$ cat src/rtl/pva_pkg.sv
// Shared types and constants for the polyphonic voice allocator.
// Item layouts on both channels plus the controller/datapath command and status groups.
// No dependencies.
`timescale 1ns / 1ps

package pva_pkg;

	// Configuration register
	localparam int          PDATA_W    = 32;
	localparam int          PADDR_W    = 2;
	localparam int          POLY_W     = 5;
	localparam logic [4:0]  POLY_RESET = 5'd16;
	localparam logic [PADDR_W-1:0] POLY_ADDR = '0;

	// Field widths
	localparam int KEY_W   = 7;
	localparam int VEL_W   = 7;
	localparam int VIDX_W  = 4;

	// Incoming note event
	typedef struct packed {
		logic              press;
		logic [KEY_W-1:0]  note_key;
		logic [VEL_W-1:0]  velocity;
	} in_item_t;

	// Event forwarded to one voice
	typedef struct packed {
		logic [VIDX_W-1:0] voice_index;
		logic              gate_on;
		logic [KEY_W-1:0]  note_out;
		logic [VEL_W-1:0]  velocity_out;
		logic              voice_stolen;
	} out_item_t;

	// Controller to datapath
	typedef struct packed {
		logic capture;
		logic lookup;
		logic commit;
		logic clear;
	} ctrl_cmd_t;

	// Datapath to controller
	typedef struct packed {
		logic act;
	} ctrl_sts_t;

endpackage

$ cat src/rtl/pva_ctrl.sv
// Sequencing controller for the voice allocator: idle, lookup, commit.
// Uses pva_pkg command and status types.
`timescale 1ns / 1ps

module pva_ctrl (
	input  logic               clk,
	input  logic               arst_n,
	input  logic               start,
	input  logic               cfg_wr,
	input  pva_pkg::ctrl_sts_t sts,
	output pva_pkg::ctrl_cmd_t cmd,
	output logic               busy,
	output logic               strobe
);

	typedef enum logic [1:0] {
		ST_IDLE,
		ST_LOOKUP,
		ST_COMMIT
	} state_t;

	state_t state_q;
	logic   strobe_q;

	// Decode commands from the current state
	always_comb begin
		cmd.capture = (state_q == ST_IDLE) && start;
		cmd.lookup  = (state_q == ST_LOOKUP);
		cmd.commit  = (state_q == ST_COMMIT);
		cmd.clear   = cfg_wr;
	end

	assign busy   = (state_q != ST_IDLE);
	assign strobe = strobe_q;

	// Advance state; flag a result when the commit produced one
	always_ff @(posedge clk or negedge arst_n) begin
		if (!arst_n) begin
			state_q  <= ST_IDLE;
			strobe_q <= 1'b0;
		end else begin
			strobe_q <= 1'b0;
			case (state_q)
				ST_IDLE: begin
					if (start) state_q <= ST_LOOKUP;
				end
				ST_LOOKUP: begin
					state_q <= ST_COMMIT;
				end
				ST_COMMIT: begin
					strobe_q <= sts.act;
					state_q  <= ST_IDLE;
				end
				default: begin
					state_q <= ST_IDLE;
				end
			endcase
		end
	end

endmodule

$ cat src/rtl/pva_datapath.sv
// Voice state and allocation datapath: parallel note match, free-voice search,
// age ranks for oldest-voice stealing, and the result register. Uses pva_pkg.
`timescale 1ns / 1ps

module pva_datapath #(
	parameter int MAX_VOICES = 16
) (
	input  logic                              clk,
	input  logic                              arst_n,
	input  pva_pkg::ctrl_cmd_t                cmd,
	output pva_pkg::ctrl_sts_t                sts,
	input  pva_pkg::in_item_t                 cmd_item,
	input  logic [$clog2(MAX_VOICES+1)-1:0]   active,
	output pva_pkg::out_item_t                result
);

	localparam int VW = (MAX_VOICES > 1) ? $clog2(MAX_VOICES) : 1;
	localparam int CW = $clog2(MAX_VOICES+1);

	pva_pkg::in_item_t               item_q;
	logic [MAX_VOICES-1:0]           busy_q;
	logic [pva_pkg::KEY_W-1:0]       note_q [MAX_VOICES];
	logic [VW-1:0]                   rank_q [MAX_VOICES];
	logic [CW-1:0]                   count_q;

	logic [MAX_VOICES-1:0]           sel_oh_s1;
	logic [VW-1:0]                   sel_idx_s1;
	logic [VW-1:0]                   hit_rank_s1;
	logic                            stolen_s1;
	logic                            act_s1;
	pva_pkg::out_item_t              result_q;

	logic [MAX_VOICES-1:0]           hit_vec, free_vec, old_vec, free_oh;
	logic [VW-1:0]                   hit_idx, free_idx, old_idx, hit_rank;
	logic                            free_any, hit_any;
	logic [CW-1:0]                   oldest_rank;
	logic [VW+pva_pkg::VIDX_W-1:0]   vidx_ext;

	// Match, free and oldest vectors over all voices
	assign oldest_rank = count_q - CW'(1);

	always_comb begin
		hit_vec  = '0;
		free_vec = '0;
		old_vec  = '0;
		hit_idx  = '0;
		old_idx  = '0;
		hit_rank = '0;
		for (int v = 0; v < MAX_VOICES; v++) begin
			hit_vec[v]  = busy_q[v] && (note_q[v] == item_q.note_key);
			free_vec[v] = !busy_q[v] && (CW'(v) < active);
			old_vec[v]  = busy_q[v] && (CW'(rank_q[v]) == oldest_rank);
			if (hit_vec[v]) begin
				hit_idx  = hit_idx | VW'(v);
				hit_rank = hit_rank | rank_q[v];
			end
			if (old_vec[v]) old_idx = old_idx | VW'(v);
		end
	end

	// Lowest-numbered free voice
	always_comb begin
		free_oh  = '0;
		free_idx = '0;
		for (int v = MAX_VOICES - 1; v >= 0; v--) begin
			if (free_vec[v]) begin
				free_oh      = '0;
				free_oh[v]   = 1'b1;
				free_idx     = VW'(v);
			end
		end
	end

	assign free_any = |free_vec;
	assign hit_any  = |hit_vec;

	// Capture the item and register the lookup decision
	always_ff @(posedge clk) begin
		if (cmd.capture) item_q <= cmd_item;
		if (cmd.lookup) begin
			hit_rank_s1 <= hit_rank;
			if (item_q.press) begin
				sel_oh_s1  <= free_any ? free_oh : old_vec;
				sel_idx_s1 <= free_any ? free_idx : old_idx;
				stolen_s1  <= !free_any;
			end else begin
				sel_oh_s1  <= hit_vec;
				sel_idx_s1 <= hit_idx;
				stolen_s1  <= 1'b0;
			end
		end
	end

	// Result goes out only for a new note on or a release of a held note
	always_ff @(posedge clk or negedge arst_n) begin
		if (!arst_n) begin
			act_s1 <= 1'b0;
		end else if (cmd.lookup) begin
			act_s1 <= item_q.press ? !hit_any : hit_any;
		end
	end

	assign sts.act = act_s1;

	// Apply the allocation: busy flags and count; a polyphony write clears both
	always_ff @(posedge clk or negedge arst_n) begin
		if (!arst_n) begin
			busy_q  <= '0;
			count_q <= '0;
		end else if (cmd.clear) begin
			busy_q  <= '0;
			count_q <= '0;
		end else if (cmd.commit && act_s1) begin
			if (item_q.press) begin
				busy_q <= busy_q | sel_oh_s1;
				if (!stolen_s1) count_q <= count_q + CW'(1);
			end else begin
				busy_q  <= busy_q & ~sel_oh_s1;
				count_q <= count_q - CW'(1);
			end
		end
	end

	// Notes and age ranks: newest is rank 0, oldest is count-1
	always_ff @(posedge clk) begin
		if (cmd.commit && act_s1) begin
			for (int v = 0; v < MAX_VOICES; v++) begin
				if (item_q.press) begin
					if (sel_oh_s1[v]) begin
						note_q[v] <= item_q.note_key;
						rank_q[v] <= '0;
					end else if (busy_q[v]) begin
						rank_q[v] <= rank_q[v] + VW'(1);
					end
				end else if (!sel_oh_s1[v] && busy_q[v] && (rank_q[v] > hit_rank_s1)) begin
					rank_q[v] <= rank_q[v] - VW'(1);
				end
			end
		end
	end

	// Hold the forwarded event for the result cycle
	assign vidx_ext = {{pva_pkg::VIDX_W{1'b0}}, sel_idx_s1};

	always_ff @(posedge clk) begin
		if (cmd.commit) begin
			result_q.voice_index  <= vidx_ext[pva_pkg::VIDX_W-1:0];
			result_q.gate_on      <= item_q.press;
			result_q.note_out     <= item_q.note_key;
			result_q.velocity_out <= item_q.velocity;
			result_q.voice_stolen <= stolen_s1;
		end
	end

	assign result = result_q;

endmodule

$ cat src/rtl/poly_voice_allocator.sv
// Polyphonic voice allocator with oldest-voice stealing.
// A new item is taken only in idle: busy covers the lookup and commit cycles after acceptance.
// A result, if any, is strobed for one cycle once the commit state has ended;
// the next item is accepted at the edge that ends it, and results cannot be held off.
// The search over all voices fills the lookup cycle and the commit cycle updates state.
// Reset clears all voices and sets polyphony to 16; a polyphony write clears all voices.
`timescale 1ns / 1ps

module poly_voice_allocator #(
	parameter int MAX_VOICES = 16
) (
	input  logic                            clk,
	input  logic                            arst_n,
	input  logic                            start,
	output logic                            busy,
	input  pva_pkg::in_item_t               cmd_item,
	output logic                            strobe,
	output pva_pkg::out_item_t              result,
	input  logic                            psel,
	input  logic                            penable,
	input  logic                            pwrite,
	input  logic [pva_pkg::PADDR_W-1:0]     paddr,
	input  logic [pva_pkg::PDATA_W-1:0]     pwdata,
	output logic [pva_pkg::PDATA_W-1:0]     prdata,
	output logic                            pready
);

	localparam int           CW      = $clog2(MAX_VOICES+1);
	localparam logic [CW-1:0] ACT_RST = CW'((MAX_VOICES < 16) ? MAX_VOICES : 16);

	logic [pva_pkg::POLY_W-1:0] poly_q;
	logic [CW-1:0]              active_q;
	logic [CW-1:0]              active_d;
	logic [pva_pkg::POLY_W-1:0] poly_d;
	logic                       cfg_wr;
	pva_pkg::ctrl_cmd_t         cmd;
	pva_pkg::ctrl_sts_t         sts;

	// Single register: decode polyphony at its address
	assign pready      = 1'b1;
	assign cfg_wr      = psel && penable && pwrite && pready && (paddr == pva_pkg::POLY_ADDR);
	assign poly_d      = pwdata[pva_pkg::POLY_W-1:0];
	assign prdata      = {{(pva_pkg::PDATA_W-pva_pkg::POLY_W){1'b0}}, poly_q};

	// Clamp the voice count to one through MAX_VOICES
	always_comb begin
		if (poly_d == '0) begin
			active_d = CW'(1);
		end else if (int'(poly_d) > MAX_VOICES) begin
			active_d = CW'(MAX_VOICES);
		end else begin
			active_d = CW'(poly_d);
		end
	end

	always_ff @(posedge clk or negedge arst_n) begin
		if (!arst_n) begin
			poly_q   <= pva_pkg::POLY_RESET;
			active_q <= ACT_RST;
		end else if (cfg_wr) begin
			poly_q   <= poly_d;
			active_q <= active_d;
		end
	end

	pva_ctrl u_ctrl (
		.clk    (clk),
		.arst_n (arst_n),
		.start  (start),
		.cfg_wr (cfg_wr),
		.sts    (sts),
		.cmd    (cmd),
		.busy   (busy),
		.strobe (strobe)
	);

	pva_datapath #(
		.MAX_VOICES (MAX_VOICES)
	) u_datapath (
		.clk      (clk),
		.arst_n   (arst_n),
		.cmd      (cmd),
		.sts      (sts),
		.cmd_item (cmd_item),
		.active   (active_q),
		.result   (result)
	);

	// An accepted item always starts the lookup sequence
	a_accept_busy: assert property (@(posedge clk) disable iff (!arst_n)
		(start && !busy) |=> busy)
		else $error("accepted item did not raise busy");

	// A result only follows a commit cycle
	a_strobe_after_busy: assert property (@(posedge clk) disable iff (!arst_n)
		strobe |-> $past(busy))
		else $error("result strobe without preceding work");

	// A forwarded note off never reports a steal
	a_off_not_stolen: assert property (@(posedge clk) disable iff (!arst_n)
		(strobe && !result.gate_on) |-> !result.voice_stolen)
		else $error("note off flagged as stolen");

	// Results are single-cycle strobes
	a_strobe_pulse: assert property (@(posedge clk) disable iff (!arst_n)
		strobe |=> !strobe)
		else $error("result strobe held longer than one cycle");

endmodule
$ cat config.mk
export PLATFORM = sky130hd
export DESIGN_NAME = poly_voice_allocator
export DESIGN_NICKNAME = d
export VERILOG_FILES = /design/src/rtl/pva_pkg.sv /design/src/rtl/pva_ctrl.sv /design/src/rtl/pva_datapath.sv /design/src/rtl/poly_voice_allocator.sv
export SDC_FILE = /design/constraint.sdc
export NUM_CORES = 1
export LEC_CHECK = 0
export ABC_AREA = 1
export BUFFER_PORTS_ARGS = -buffer_cell sky130_fd_sc_hd__buf_4
export CORE_ASPECT_RATIO = 1.5
export CORE_MARGIN = 2
export CORE_UTILIZATION = 62
export DETAILED_ROUTE_END_ITERATION = 10
export PLACE_DENSITY = 0.81
export SYNTH_ARGS = -nofsm -noshare
export SYNTH_HDL_FRONTEND = slang
export SYNTH_SLANG_ARGS = --single-unit
$ cat constraint.sdc
create_clock -name clk -period 4.6 [get_ports clk]
set_input_delay 0.92 -clock clk [delete_from_list [all_inputs] [get_ports clk]]
set_output_delay 0.92 -clock clk [all_outputs]
set_load 0.03 [all_outputs]
==> run summary <==
Vias -> 13300
Clock group share of total power -> 0.297
Syn Std Cell Area -> 0.0163 sq mm
Crit Path Max Fanout -> 15
Die area -> 0.0277 sq mm
Post-CTS sizing -> 0
Clk sinks -> 271
R2r worst-path depth -> 7
Critical path endpoint category -> flop
WL/cell -> 21.2 um
Port buffer count -> 54
Yosys cell types -> 55
WP data required -> 4.84 ns
Syn Inst Count -> 1739
Synth cell count leaders -> nand2_1 (242), edfxtp_1 (236), inv_1 (212), nor2_1 (175)
Clk_skew -> 0.0298 ns
GRT Residual Overflow -> 0
Largest net degree at the start of global routing -> 36
Syn avg cell area -> 9.38 sq um
Detailed-route DRC error count -> 0
Die height -> 203 um
Clock Path Buffers -> 3
Initial DRC count -> 1285
Vias in the first global route -> 13100
CTS tree -> yes
CTS root buffer -> clkbuf_16
Vias per cell -> 6.14
Final wirelength -> 45900 um
Unrepaired setup endpoints after global routing -> no
Dominant cell by count in the synthesized netlist -> nand2_1
RD Place Congestion -> 1.05
Hold buffers post-CTS -> 0
DPL Wire Length -> 32700 um
Asr flop ratio synth -> 0.129
Sw frac -> 0.360
Total global-route track usage -> 0.338
Synth area leaders -> edfxtp_1 (43%), ha_1 (7.5%), nand2_1 (5.6%)
Final critical-path required period -> 3.27 ns
Ys flop type -> edfxtp_1
Crit Path Class -> flop to flop
Setup TNS -> 0 ns
CORE AREA -> 0.0259 sq mm
Lkg Pwr -> 7.51 nW
#FFs+latches synth -> 271
CTS H-Tree Depth -> 1
Routed Antenna Nets -> 0
Fraction of layout cells with a size suffix above 1 -> 0.0977
Post-synth EDFFs -> 236
Status -> finished, final reports clean
Worst vdd rail ir drop -> 0.000460 V
Cell Pwr Density -> 429 mW/mm^2
First-pass GRT wire length -> 71000 um
Comb pwr share -> 0.300
CP arrival -> 3.52 ns
Placement row count -> 72
Initial antenna violation count -> 0
Power, Total -> 7.71 mW
Max Cap Viol -> 0
Post-CTS Repair Setup Buffers -> 0
Final Core Density -> 0.696
TritonCTS Buffers -> 26
Dominant cell type by area after synthesis -> edfxtp_1
Io pins -> 110
ANT cells -> 0
Critical path startpoint category -> flop
Clock transition at the registers of the reported paths -> 0.06 ns
Die width -> 136 um
Design area -> 0.0180 sq mm
Slew @ Worst Pin -> 0.837 ns
Area delta synth->final -> 10.3%
Clk_lat worst skew -> 0.56 ns
Period utilization -> 0.712
Pre-antenna DRT Iters -> 8
Min-Delay Path Class -> input pin to async pin
Sequential area share after synthesis -> 0.488
Starting Density -> 0.631
Post-DP Area -> 0.0171 sq mm
Final hold violation count -> 0
Synth warn -> 0
Share of the synthesized area in the top cell type -> 0.434
Final net count -> 1966
P_int -> 4.93 mW
Seq pwr share -> 0.403
Slew HR -> 0.441
Final setup vio count -> 0
Max Transition Viols Final -> 0
Max Clk Rate -> 0.305 GHz
Sw Pwr -> 2.78 mW
## worst paths after layout
check                                      start                       to  slack (ns)
max in group asynchronous                 arst_n     u_datapath.busy_q[5]        3.85
hold reg to reg             u_datapath.item_q[2]     u_datapath.result[3]        0.42
setup / recovery           u_datapath.item_q[14]  u_datapath.rank_q[4][6]        1.33
min in group clk            u_datapath.item_q[2]     u_datapath.result[3]        0.42
hold / removal                            arst_n    u_datapath.count_q[4]        0.35
setup reg to reg           u_datapath.item_q[14]  u_datapath.rank_q[4][6]        1.33
## kinds of logic (layout without fill, tap and decap cells)
family / count (synthesis) / count (layout) / share of synthesized area
compound gates: 306 / 306 / 0.110
xor+xnor: 145 / 145 / 0.0806
fa+ha+maj: 99 / 99 / 0.0764
buf+inv: 293 / 360 / 0.0769
flops: 271 / 271 / 0.488
other cells: 2 / 28 / 0.000460
simple gates: 623 / 623 / 0.168
## per-stage QoR
step / hold WS [ns] / setup slack, ns / instances
2_1_floorplan: 0.400 / 1.21 / 1765
3_3_place_gp: 0.401 / 1.50 / 2117
3_5_place_dp: 0.405 / 1.44 / 2117
4_1_cts: 0.345 / 1.34 / 2165
5_1_grt: 0.364 / 1.13 / 2165
6_report: 0.348 / 1.33 / 2165
## cell type report
cell class | count | area [sq um]
sequential | 271 | 7970
fill | 1921 | 7860
multi-input combinational | 1201 | 7200
inverter | 223 | 837
timing repair buffer | 89 | 668
clock buffer | 29 | 662
tap | 333 | 417
clock inverter | 19 | 246
## layer usage
metal	global-route usage	wire [um]	vias up
met5	0	0	-
li1	-	-	6091
met1	0.406	16600	6304
met2	0.557	22200	684
met4	0.234	3500	0
met3	0.0444	3520	213
## critical path, stage by stage, from the launching register on
cell	delay (ns)
edfxtp_1	0.67
inv_1	0.43
nor2_1	0.28
inv_1	0.29
buf_4	0.30
nor2_1	0.61
inv_1	0.16
nand2_1	0.20
## registers in the layout, summed over array words and instances, names as in the netlist
| signal | cells |
|---|---|
| poly_q | 5 |
| u_datapath.item_q | 15 |
| u_datapath.count_q | 5 |
| u_datapath.note_q | 112 |
| u_datapath.rank_q | 64 |
| u_datapath.hit_rank_s1 | 4 |
| u_datapath.sts | 1 |
| u_ctrl.strobe | 1 |
| u_ctrl.state_q | 2 |
| u_datapath.result | 20 |
| u_datapath.sel_oh_s1 | 16 |
| u_datapath.stolen_s1 | 1 |
| u_datapath.sel_idx_s1 | 4 |
| u_datapath.busy_q | 16 |
| active_q | 5 |
## power groups by stage
stage	sequential (mW)	combinational [mW]	clock, mW
6_report	3.11	2.32	2.29
5_1_grt	3.13	2.51	2.38
4_1_cts	3.10	2.26	2.30
3_5_place_dp	3.15	2.24	0
3_3_place_gp	3.14	2.18	0
2_1_floorplan	3.13	1.56	0
## cell usage in the layout, fill, tap and decap left out, types with 3 or more instances in the layout
master,n
o31ai_1,9
a21oi_1,88
o2111ai_1,6
o221ai_1,6
conb_1,28
or2_2,16
a211oi_1,7
xnor2_1,43
clkinv_2,5
clkbuf_16,26
ha_1,98
dfrtp_1,33
o22ai_1,56
bufinv_16,5
nand2_2,3
o211ai_1,22
nor2_1,173
inv_1,212
clkbuf_1,3
nand4_1,52
buf_4,89
xor2_1,99
o21ai_0,99
clkinv_1,5
edfxtp_1,236
nor3_1,31
nand3_1,85
nand2_1,242
inv_2,9
nor2_2,7
Note: power is estimated with default switching activity, not from simulation.
